[config.mk]
export PLATFORM = sky130hd
export DESIGN_NAME = utf8_text_normalizer_top
export DESIGN_NICKNAME = d
export VERILOG_FILES = /design/src/rtl/core/utnorm_pkg.sv /design/src/rtl/core/utnorm_front.sv /design/src/rtl/core/utnorm_fifo.sv /design/src/rtl/core/utnorm_back.sv /design/src/rtl/core/utf8_text_normalizer_top.sv
export SDC_FILE = /design/constraint.sdc
export NUM_CORES = 1
export LEC_CHECK = 0
export BUFFER_PORTS_ARGS = -buffer_cell sky130_fd_sc_hd__buf_2
export CAP_MARGIN = 0
export CORE_AREA = 5 5 137 139
export DETAILED_ROUTE_END_ITERATION = 8
export DIE_AREA = 0 0 142 144
export SLEW_MARGIN = 20
export SYNTH_ARGS = -nofsm -noshare
export SYNTH_HDL_FRONTEND = slang
export SYNTH_SLANG_ARGS = --single-unit
[constraint.sdc]
create_clock -name clk -period 11.8 [get_ports clk]
set_input_delay 0.59 -clock clk [delete_from_list [all_inputs] [get_ports clk]]
set_output_delay 0.59 -clock clk [all_outputs]
set_load 0.1 [all_outputs]
[src/rtl/core/utnorm_pkg.sv]
// shared types, constants and folding functions for the utf-8 text normalizer
`timescale 1ns / 1ps
package utnorm_pkg;

  localparam int QDEPTH = 4;
  localparam int QAW    = $clog2(QDEPTH);

  localparam logic [6:0]  CH_SPACE        = 7'h20;
  localparam logic [20:0] CP_ASCII_END    = 21'h000080;
  localparam logic [20:0] CP_TWO_MIN      = 21'h000800;
  localparam logic [20:0] CP_FOUR_MIN     = 21'h010000;
  localparam logic [20:0] CP_MAX          = 21'h10FFFF;
  localparam logic [20:0] CP_SURR_LO      = 21'h00D800;
  localparam logic [20:0] CP_SURR_HI      = 21'h00DFFF;
  localparam logic [20:0] CP_FW_LO        = 21'h00FF01;
  localparam logic [20:0] CP_FW_HI        = 21'h00FF5E;
  localparam logic [20:0] CP_LAT_LO       = 21'h0000C0;
  localparam logic [20:0] CP_LAT_HI       = 21'h0000FF;
  localparam logic [6:0]  FW_OFFSET       = 7'h20;

  localparam logic [2:0] SEQ_NONE = 3'd0;
  localparam logic [2:0] SEQ_TWO  = 3'd2;
  localparam logic [2:0] SEQ_THREE = 3'd3;
  localparam logic [2:0] SEQ_FOUR = 3'd4;

  // one decoded byte as work for the run stage
  typedef struct packed {
    logic [2:0] nsp;
    logic       has_char;
    logic [6:0] ch;
    logic       eom;
  } utn_cmd_t;

  function automatic logic [6:0] lower7(input logic [6:0] c);
    lower7 = (c >= 7'h41 && c <= 7'h5A) ? c + 7'h20 : c;
  endfunction

  function automatic logic [6:0] latin_fold(input logic [5:0] idx);
    logic [6:0] r;
    unique case (idx[4:0]) inside
      [5'd0:5'd5]:             r = 7'h61;
      5'd7:                    r = 7'h63;
      [5'd8:5'd11]:            r = 7'h65;
      [5'd12:5'd15]:           r = 7'h69;
      5'd17:                   r = 7'h6E;
      [5'd18:5'd22], 5'd24:    r = 7'h6F;
      [5'd25:5'd28]:           r = 7'h75;
      5'd29:                   r = 7'h79;
      5'd31:                   r = idx[5] ? 7'h79 : 7'h00;
      default:                 r = 7'h00;
    endcase
    latin_fold = r;
  endfunction

  function automatic logic is_dropped(input logic [20:0] cp);
    is_dropped = (cp >= 21'h000300 && cp <= 21'h00036F) ||
                 (cp >= 21'h0020D0 && cp <= 21'h0020FF) ||
                 (cp >= 21'h00FE20 && cp <= 21'h00FE2F) ||
                 (cp >= 21'h001AB0 && cp <= 21'h001AFF) ||
                 (cp >= 21'h001DC0 && cp <= 21'h001DFF) ||
                 cp == 21'h00200B || cp == 21'h00200C || cp == 21'h00200D ||
                 cp == 21'h002060 || cp == 21'h00FEFF || cp == 21'h00180E ||
                 cp == 21'h0000AD;
  endfunction

  // zero means no mapping
  function automatic logic [6:0] fold_other(input logic [20:0] cp);
    logic [6:0] r;
    if (cp >= CP_FW_LO && cp <= CP_FW_HI) begin
      r = lower7(cp[6:0] + FW_OFFSET);
    end else if (cp >= CP_LAT_LO && cp <= CP_LAT_HI) begin
      r = latin_fold(cp[5:0]);
    end else begin
      unique case (cp) inside
        21'h000430, 21'h000410, 21'h0003B1: r = 7'h61;
        21'h000435, 21'h000415, 21'h0003B5: r = 7'h65;
        21'h000456, 21'h0003B9:             r = 7'h69;
        21'h00043E, 21'h00041E, 21'h0003BF: r = 7'h6F;
        21'h000440, 21'h000420, 21'h0003C1: r = 7'h70;
        21'h000441, 21'h000421:             r = 7'h63;
        21'h000443:                         r = 7'h79;
        21'h000445, 21'h000425, 21'h0003C7: r = 7'h78;
        21'h00043A, 21'h00041A, 21'h0003BA: r = 7'h6B;
        21'h00043C, 21'h00041C:             r = 7'h6D;
        21'h000412:                         r = 7'h62;
        21'h00041D:                         r = 7'h68;
        21'h000422:                         r = 7'h74;
        21'h0003BD:                         r = 7'h76;
        default:                            r = 7'h00;
      endcase
    end
    fold_other = r;
  endfunction

  // {keep, char}
  function automatic logic [7:0] fold_code(input logic [20:0] cp);
    logic [6:0] c;
    logic [7:0] r;
    if (is_dropped(cp)) begin
      r = 8'h00;
    end else if (cp < CP_ASCII_END) begin
      c = lower7(cp[6:0]);
      unique case (c)
        7'h30:   c = 7'h6F;
        7'h31:   c = 7'h69;
        7'h33:   c = 7'h65;
        7'h34:   c = 7'h61;
        7'h35:   c = 7'h73;
        7'h37:   c = 7'h74;
        7'h39:   c = 7'h67;
        default: c = c;
      endcase
      r = {1'b1, c};
    end else begin
      c = fold_other(cp);
      r = {1'b1, (c != 7'h00) ? c : CH_SPACE};
    end
    fold_code = r;
  endfunction

endpackage

[src/rtl/core/utnorm_front.sv]
// front end: utf-8 sequence decoder and character classifier
`timescale 1ns / 1ps
module utnorm_front (
  input  logic                clk,
  input  logic                rst_n,
  input  logic                accept,
  input  logic [7:0]          in_byte,
  input  logic                in_end_of_message,
  output logic                push,
  output utnorm_pkg::utn_cmd_t cmd
);
  import utnorm_pkg::*;

  logic [20:0] partial_r, partial_nxt;
  logic [2:0]  seq_w_r, seq_w_nxt;
  logic [1:0]  held_r, held_nxt;

  logic        in_seq, is_cont, bad, opened;
  logic [2:0]  held_inc;
  logic [20:0] pc_ext, cp_sel;
  logic [7:0]  fc;

  assign in_seq   = (seq_w_r != SEQ_NONE);
  assign is_cont  = (in_byte[7:6] == 2'b10);
  assign held_inc = {1'b0, held_r} + 3'd1;
  assign pc_ext   = {partial_r[14:0], in_byte[5:0]};
  assign cp_sel   = (in_seq && is_cont) ? pc_ext : {13'd0, in_byte};
  assign fc       = fold_code(cp_sel);
  assign bad      = (pc_ext >= CP_SURR_LO && pc_ext <= CP_SURR_HI) || pc_ext > CP_MAX ||
                    (seq_w_r == SEQ_TWO && pc_ext < CP_ASCII_END) ||
                    (seq_w_r == SEQ_THREE && pc_ext < CP_TWO_MIN) ||
                    (seq_w_r == SEQ_FOUR && pc_ext < CP_FOUR_MIN);

  always_comb begin
    cmd         = '0;
    cmd.eom     = in_end_of_message;
    partial_nxt = partial_r;
    seq_w_nxt   = seq_w_r;
    held_nxt    = held_r;
    opened      = 1'b0;
    if (in_seq && is_cont) begin
      if (held_inc >= seq_w_r) begin
        partial_nxt = '0;
        seq_w_nxt   = SEQ_NONE;
        held_nxt    = '0;
        if (bad) begin
          cmd.nsp = seq_w_r;
        end else begin
          cmd.has_char = fc[7];
          cmd.ch       = fc[6:0];
        end
      end else begin
        partial_nxt = pc_ext;
        held_nxt    = held_inc[1:0];
        if (in_end_of_message) begin
          cmd.nsp     = held_inc;
          partial_nxt = '0;
          seq_w_nxt   = SEQ_NONE;
          held_nxt    = '0;
        end
      end
    end else begin
      cmd.nsp     = in_seq ? {1'b0, held_r} : 3'd0;
      partial_nxt = '0;
      seq_w_nxt   = SEQ_NONE;
      held_nxt    = '0;
      if (!in_byte[7]) begin
        cmd.has_char = fc[7];
        cmd.ch       = fc[6:0];
      end else if (in_byte[7:5] == 3'b110) begin
        partial_nxt = {16'd0, in_byte[4:0]};
        seq_w_nxt   = SEQ_TWO;
        held_nxt    = 2'd1;
        opened      = 1'b1;
      end else if (in_byte[7:4] == 4'b1110) begin
        partial_nxt = {17'd0, in_byte[3:0]};
        seq_w_nxt   = SEQ_THREE;
        held_nxt    = 2'd1;
        opened      = 1'b1;
      end else if (in_byte[7:3] == 5'b11110) begin
        partial_nxt = {18'd0, in_byte[2:0]};
        seq_w_nxt   = SEQ_FOUR;
        held_nxt    = 2'd1;
        opened      = 1'b1;
      end else begin
        cmd.has_char = 1'b1;
        cmd.ch       = CH_SPACE;
      end
      if (opened && in_end_of_message) begin
        cmd.nsp     = cmd.nsp + 3'd1;
        partial_nxt = '0;
        seq_w_nxt   = SEQ_NONE;
        held_nxt    = '0;
      end
    end
  end

  assign push = accept && (cmd.nsp != 3'd0 || cmd.has_char || cmd.eom);

  always_ff @(posedge clk) begin
    if (!rst_n) begin
      partial_r <= '0;
      seq_w_r   <= SEQ_NONE;
      held_r    <= '0;
    end else if (accept) begin
      partial_r <= partial_nxt;
      seq_w_r   <= seq_w_nxt;
      held_r    <= held_nxt;
    end
  end

endmodule

[src/rtl/core/utnorm_fifo.sv]
// short request queue between decoder and run stage
`timescale 1ns / 1ps
module utnorm_fifo (
  input  logic                 clk,
  input  logic                 rst_n,
  input  logic                 push,
  input  utnorm_pkg::utn_cmd_t wr_cmd,
  input  logic                 pop,
  output logic                 full,
  output logic                 head_valid,
  output utnorm_pkg::utn_cmd_t head_cmd
);
  import utnorm_pkg::*;

  utn_cmd_t         mem_r [QDEPTH];
  logic [QAW-1:0]   wr_ptr_r, rd_ptr_r;
  logic [QAW:0]     count_r, count_nxt;
  logic             do_pop;

  assign full       = (count_r == (QAW+1)'(QDEPTH));
  assign head_valid = (count_r != '0);
  assign head_cmd   = mem_r[rd_ptr_r];
  assign do_pop     = pop && head_valid;

  always_comb begin
    count_nxt = count_r;
    if (push && !do_pop) count_nxt = count_r + 1'b1;
    else if (!push && do_pop) count_nxt = count_r - 1'b1;
  end

  always_ff @(posedge clk) begin
    if (push) mem_r[wr_ptr_r] <= wr_cmd;
  end

  always_ff @(posedge clk) begin
    if (!rst_n) begin
      wr_ptr_r <= '0;
      rd_ptr_r <= '0;
      count_r  <= '0;
    end else begin
      if (push) wr_ptr_r <= wr_ptr_r + 1'b1;
      if (do_pop) rd_ptr_r <= rd_ptr_r + 1'b1;
      count_r <= count_nxt;
    end
  end

endmodule

[src/rtl/core/utnorm_back.sv]
// back end: run collapsing, end markers and output register
`timescale 1ns / 1ps
module utnorm_back (
  input  logic                 clk,
  input  logic                 rst_n,
  input  logic                 head_valid,
  input  utnorm_pkg::utn_cmd_t head_cmd,
  output logic                 pop,
  output logic                 out_valid,
  input  logic                 out_ready,
  output logic [6:0]           out_char,
  output logic                 out_end_marker
);
  import utnorm_pkg::*;

  logic [2:0] sp_cnt_r, sp_cnt_nxt;
  logic       chr_done_r, chr_done_nxt;
  logic [6:0] run_char_r, run_char_nxt;
  logic [1:0] run_len_r, run_len_nxt;
  logic       out_valid_r;
  logic [6:0] out_char_r;
  logic       out_mark_r;

  logic       out_free, step, sp_pend, ch_pend, feeding, last_feed, is_letter;
  logic [6:0] feed_c;
  logic       emit, emit_mark;
  logic [6:0] emit_c;

  assign out_free  = !out_valid_r || out_ready;
  assign step      = head_valid && out_free;
  assign sp_pend   = (sp_cnt_r < head_cmd.nsp);
  assign ch_pend   = head_cmd.has_char && !chr_done_r;
  assign feeding   = sp_pend || ch_pend;
  assign feed_c    = sp_pend ? CH_SPACE : head_cmd.ch;
  assign last_feed = sp_pend ? ((sp_cnt_r + 3'd1 == head_cmd.nsp) && !head_cmd.has_char)
                             : 1'b1;
  assign is_letter = (feed_c >= 7'h61 && feed_c <= 7'h7A);

  always_comb begin
    sp_cnt_nxt   = sp_cnt_r;
    chr_done_nxt = chr_done_r;
    run_char_nxt = run_char_r;
    run_len_nxt  = run_len_r;
    emit         = 1'b0;
    emit_mark    = 1'b0;
    emit_c       = 7'h00;
    pop          = 1'b0;
    if (step) begin
      if (feeding) begin
        if (is_letter && run_len_r != 2'd0 && run_char_r == feed_c) begin
          if (run_len_r != 2'd3) run_len_nxt = run_len_r + 2'd1;
          if (sp_pend) sp_cnt_nxt = sp_cnt_r + 3'd1;
          else chr_done_nxt = 1'b1;
          if (last_feed && !head_cmd.eom) pop = 1'b1;
        end else if (run_len_r == 2'd2) begin
          // release the held second letter first
          emit         = 1'b1;
          emit_c       = run_char_r;
          run_char_nxt = 7'h00;
          run_len_nxt  = 2'd0;
        end else begin
          emit         = 1'b1;
          emit_c       = feed_c;
          run_char_nxt = is_letter ? feed_c : 7'h00;
          run_len_nxt  = is_letter ? 2'd1 : 2'd0;
          if (sp_pend) sp_cnt_nxt = sp_cnt_r + 3'd1;
          else chr_done_nxt = 1'b1;
          if (last_feed && !head_cmd.eom) pop = 1'b1;
        end
      end else if (head_cmd.eom) begin
        emit         = 1'b1;
        run_char_nxt = 7'h00;
        run_len_nxt  = 2'd0;
        if (run_len_r == 2'd2) begin
          emit_c = run_char_r;
        end else begin
          emit_mark = 1'b1;
          pop       = 1'b1;
        end
      end else begin
        pop = 1'b1;
      end
      if (pop) begin
        sp_cnt_nxt   = 3'd0;
        chr_done_nxt = 1'b0;
      end
    end
  end

  always_ff @(posedge clk) begin
    if (!rst_n) begin
      sp_cnt_r    <= '0;
      chr_done_r  <= 1'b0;
      run_char_r  <= '0;
      run_len_r   <= '0;
      out_valid_r <= 1'b0;
    end else begin
      sp_cnt_r   <= sp_cnt_nxt;
      chr_done_r <= chr_done_nxt;
      run_char_r <= run_char_nxt;
      run_len_r  <= run_len_nxt;
      if (emit) out_valid_r <= 1'b1;
      else if (out_ready) out_valid_r <= 1'b0;
    end
  end

  always_ff @(posedge clk) begin
    if (emit) begin
      out_char_r <= emit_c;
      out_mark_r <= emit_mark;
    end
  end

  assign out_valid      = out_valid_r;
  assign out_char       = out_char_r;
  assign out_end_marker = out_mark_r;

endmodule

[src/rtl/core/utf8_text_normalizer_top.sv]
// top level of the utf-8 text normalizer
//
//   channel | ports                                     | direction
//   --------+-------------------------------------------+----------
//   input   | in_valid, in_ready, in_byte,              | in
//           | in_end_of_message                         |
//   result  | out_valid, out_ready, out_char,           | out
//           | out_end_marker                            |
//
// one byte accepted per cycle while the four-entry queue has room
// the run stage emits its results one at a time into the output register; a byte gives up to six results
// so a burst of spaces or a message end slows intake until the queue drains
// input stalls only on a full queue, results wait in one output register
// synchronous active-low reset clears decoder, queue, run state and output
`timescale 1ns / 1ps
module utf8_text_normalizer_top (
  input  logic       clk,
  input  logic       rst_n,
  input  logic       in_valid,
  output logic       in_ready,
  input  logic [7:0] in_byte,
  input  logic       in_end_of_message,
  output logic       out_valid,
  input  logic       out_ready,
  output logic [6:0] out_char,
  output logic       out_end_marker
);
  import utnorm_pkg::*;

  logic     accept, push, pop, full, head_valid;
  utn_cmd_t wr_cmd, head_cmd;

  assign in_ready = !full;
  assign accept   = in_valid && in_ready;

  utnorm_front u_front (
    .clk               (clk),
    .rst_n             (rst_n),
    .accept            (accept),
    .in_byte           (in_byte),
    .in_end_of_message (in_end_of_message),
    .push              (push),
    .cmd               (wr_cmd)
  );

  utnorm_fifo u_fifo (
    .clk        (clk),
    .rst_n      (rst_n),
    .push       (push),
    .wr_cmd     (wr_cmd),
    .pop        (pop),
    .full       (full),
    .head_valid (head_valid),
    .head_cmd   (head_cmd)
  );

  utnorm_back u_back (
    .clk            (clk),
    .rst_n          (rst_n),
    .head_valid     (head_valid),
    .head_cmd       (head_cmd),
    .pop            (pop),
    .out_valid      (out_valid),
    .out_ready      (out_ready),
    .out_char       (out_char),
    .out_end_marker (out_end_marker)
  );

endmodule

==> metrics.csv <==
metric,value,unit
DP Wirelength,14570,µm
Setup Skew,0.008773,ns
post-CTS resize count,0,
syn_area_per_cell,9.011,µm²
depth of the CTS H-tree,3,
via count,6220,
CP Capture Type,register,
library cells used by synthesis,89,
Leak Pwr,2.454,nW
cell taking the most area after synthesis,edfxtp_1,
Worst EP required,12.07,ns
Antenna Nets Post-Route,0,
"Max FO, Critical Path",9,
total die area,20450,µm²
total CTS buffers,9,
drt pass-1 iters,5,
Clock Power Share,23.2,%
first-pass GRT wire length,32280,µm
largest net degree at the start of global routing,46,
PD cells,163.1,nW/µm²
Mapped Cells,757,
I/O pin count,23,
Post-Route WL,19990,µm
Synth area leaders,"edfxtp_1 25%, dfxtp_1 13%, ha_1 4.2%",
core box area,17530,µm²
sw frac,40.38,%
CP startpoint kind,register,
hold path start,u_back.run_char_r[1],
end point of the worst hold path,u_back.run_char_r[1],
status,"finished, final reports clean",
clock slew at reported path FFs,0.07,ns
DR iter-0 viols,595,
Non-Filler Instances,979,
Inst Count DP,963,
max-slew violation count,0,
Int Power,0.7117,mW
Clock Tree Buf Depth,2,
antenna cell count,0,
Yosys Warn Count,0,
top-area cell type share of the netlist area,24.65,%
reg2reg setup slack,7.25,ns
fin crit share,38.55,%
Seq pwr share,37.8,%
"Arr. time, crit path",4.82,ns
Fillers,1756,
clk root buf,clkbuf_16,
Global Route Usage Sum,19.65,%
maximum VDD drop,0.1480,mV
number of global-route vias before repair,6051,
"Seq/Total Area, Yosys",37.27,%
Setup TNS Final,0,ns
Remaining DRCs,0,
HP Class,register to register,
initial antenna violation count,0,
CTS Sinks,99,
max-cap violation count,0,
Storage cell area,2542,µm²
Layout area overhead,7.263,%
wire length per cell,20.42,µm
Highest Clock Rate,219.9,MHz
synthesized area,6822,µm²
P_sw,0.4819,mW
Reg-to-Reg Start,u_front.seq_w_r[0],
worst-skew pair later-pin latency,0.34,ns
CTS hold repair buffers,0,
#FFs+latches synth,99,
Most used DFF post-synth,edfxtp_1,
post-synthesis async set-or-reset flop share,0,%
Die Wd,142,µm
number of synthesized flops with an enable pin,56,
Crit Path Class,register to register,
Port-buffer cells,22,
RSZ-0062 raised after global routing,no,
Post-synth top cells,"73 x nand2_1, 56 x edfxtp_1, 53 x nor2_1, 43 x dfxtp_1, 33 x clkbuf_1",
final setup fails,0,
via-per-instance ratio,6.353,
global placement routability congestion,0.9376,
most common cell in the synthesized netlist,nand2_1,
layout cells sized above 1,10.27,%
net count after synthesis,794,
"Core Util, Final",41.73,%
count of final hold-check violations,0,
cell depth of the worst min-delay path,2,
Critical R2R Capture,u_fifo.count_r[2],
Slew @ Worst Pin,1.000,ns
final net count,782,
clock tree from TritonCTS,yes,
min cycle time layout,4.548,ns
Reg2Reg Depth,15,
Initial Utilization,38.90,%
combinational share of power,39.0,%
num rows,49,
GR Overflow Total,0,
multi-input logic area,3958,µm²
Relative slew margins,32.74,%
post-CTS setup buffers,0,
Die Ht,144,µm
## per-layer routing
metal | up-vias | share of wire (%) | GRT usage (%)
met5 | - | 0 | 0
met2 | 294 | 49 | 34.04
met4 | 0 | 2.8 | 7.626
met3 | 49 | 5.9 | 3.472
met1 | 3004 | 42 | 24.42
li1 | 2873 | - | -
## cell usage in the layout, fill, tap and decap left out, types with 22 or more instances in the layout
cell       n
ha_1      23
edfxtp_1  56
nor2_1    53
nor2b_1   28
a21oi_1   28
buf_2     22
nand3_1   32
dfxtp_1   43
nand2_1   73
o21ai_0   32
inv_1     32
## stage by stage
stage	setup WS, ns	power, mW	area (µm²)	hold slack (ns)
2_1_floorplan	7.734	0.8337	6822	0.4622
3_3_place_gp	7.296	0.9176	7030	0.4820
3_5_place_dp	7.123	0.9241	7030	0.5000
4_1_cts	7.177	1.202	7312	0.5113
5_1_grt	6.893	1.263	7317	0.5478
6_report	7.252	1.194	7317	0.5062
## area by class of cell
type	instances	area share [%]
Timing Repair Buffer	24	1.710
Sequential cell	99	34.75
Inverter	33	1.693
Clock inverter	4	0.3249
Multi-Input combinational cell	578	54.09
Clock buffer	12	3.523
Tap cell	229	3.916
## how the worst max path moves through the flow
stage,from,end,slack [ns],depth (start not counted)
finish,u_front.seq_w_r[0],u_fifo.count_r[2],7.25,15
global route,register,u_fifo.count_r[2],6.89,15
CTS,register,u_fifo.count_r[2],7.18,15
floorplan,in_byte[6],u_fifo.count_r[2],7.73,17
global placement,in_byte[7],u_fifo.count_r[2],7.30,18
detailed placement,in_byte[7],u_fifo.count_r[2],7.12,16
## worst max-delay path, cell delays in order, from the launching register on
cell	delay, ns
dfxtp_1	0.42
o311ai_2	0.44
nand2_1	0.34
ha_1	0.40
a21o_1	0.18
o21a_1	0.20
o2111a_1	0.25
a2111oi_1	0.39
nand2_2	0.27
a21oi_4	0.29
ha_1	0.24
inv_1	0.06
fa_1	0.37
xor2_1	0.17
or3_1	0.30
a21boi_0	0.15
## flip-flops by register name (all words and copies together), names as in the netlist, named ones only
register               count
u_back.chr_done_r          1
u_back.out_char            7
u_back.out_end_marker      1
u_back.out_valid           1
u_back.run_char_r          7
u_back.run_len_r           2
u_back.sp_cnt_r            3
u_fifo.count_r             3
u_fifo.mem_r              48
u_fifo.rd_ptr_r            2
u_fifo.wr_ptr_r            2
u_front.held_r             2
u_front.partial_r         15
u_front.seq_w_r            3
## cells by family (layout without fill, tap and decap cells)
family                   count (synthesis)  in the layout  share of synthesized area (%)
flip-flops                              99             99                          37.27
adder cells (fa/ha/maj)                 24             24                          4.512
XOR/XNOR                                13             13                          1.669
AND/OR/NAND/NOR                        323            323                          25.44
buffers and inverters                   80             73                          4.787
multiplexers                            22             22                          5.668
AO/OA/AOI/OAI                          196            196                          20.65
## power by group through the flow
stage                     sequential (mW)  clock [mW]  combinational, mW
after floorplan                     0.558           0              0.276
after global placement              0.459           0              0.459
after detailed placement            0.461           0              0.464
after CTS                           0.453       0.284              0.465
after global routing                0.459       0.299              0.505
final                               0.451       0.277              0.466
No activity file was read; power rests on OpenSTA's default activity.
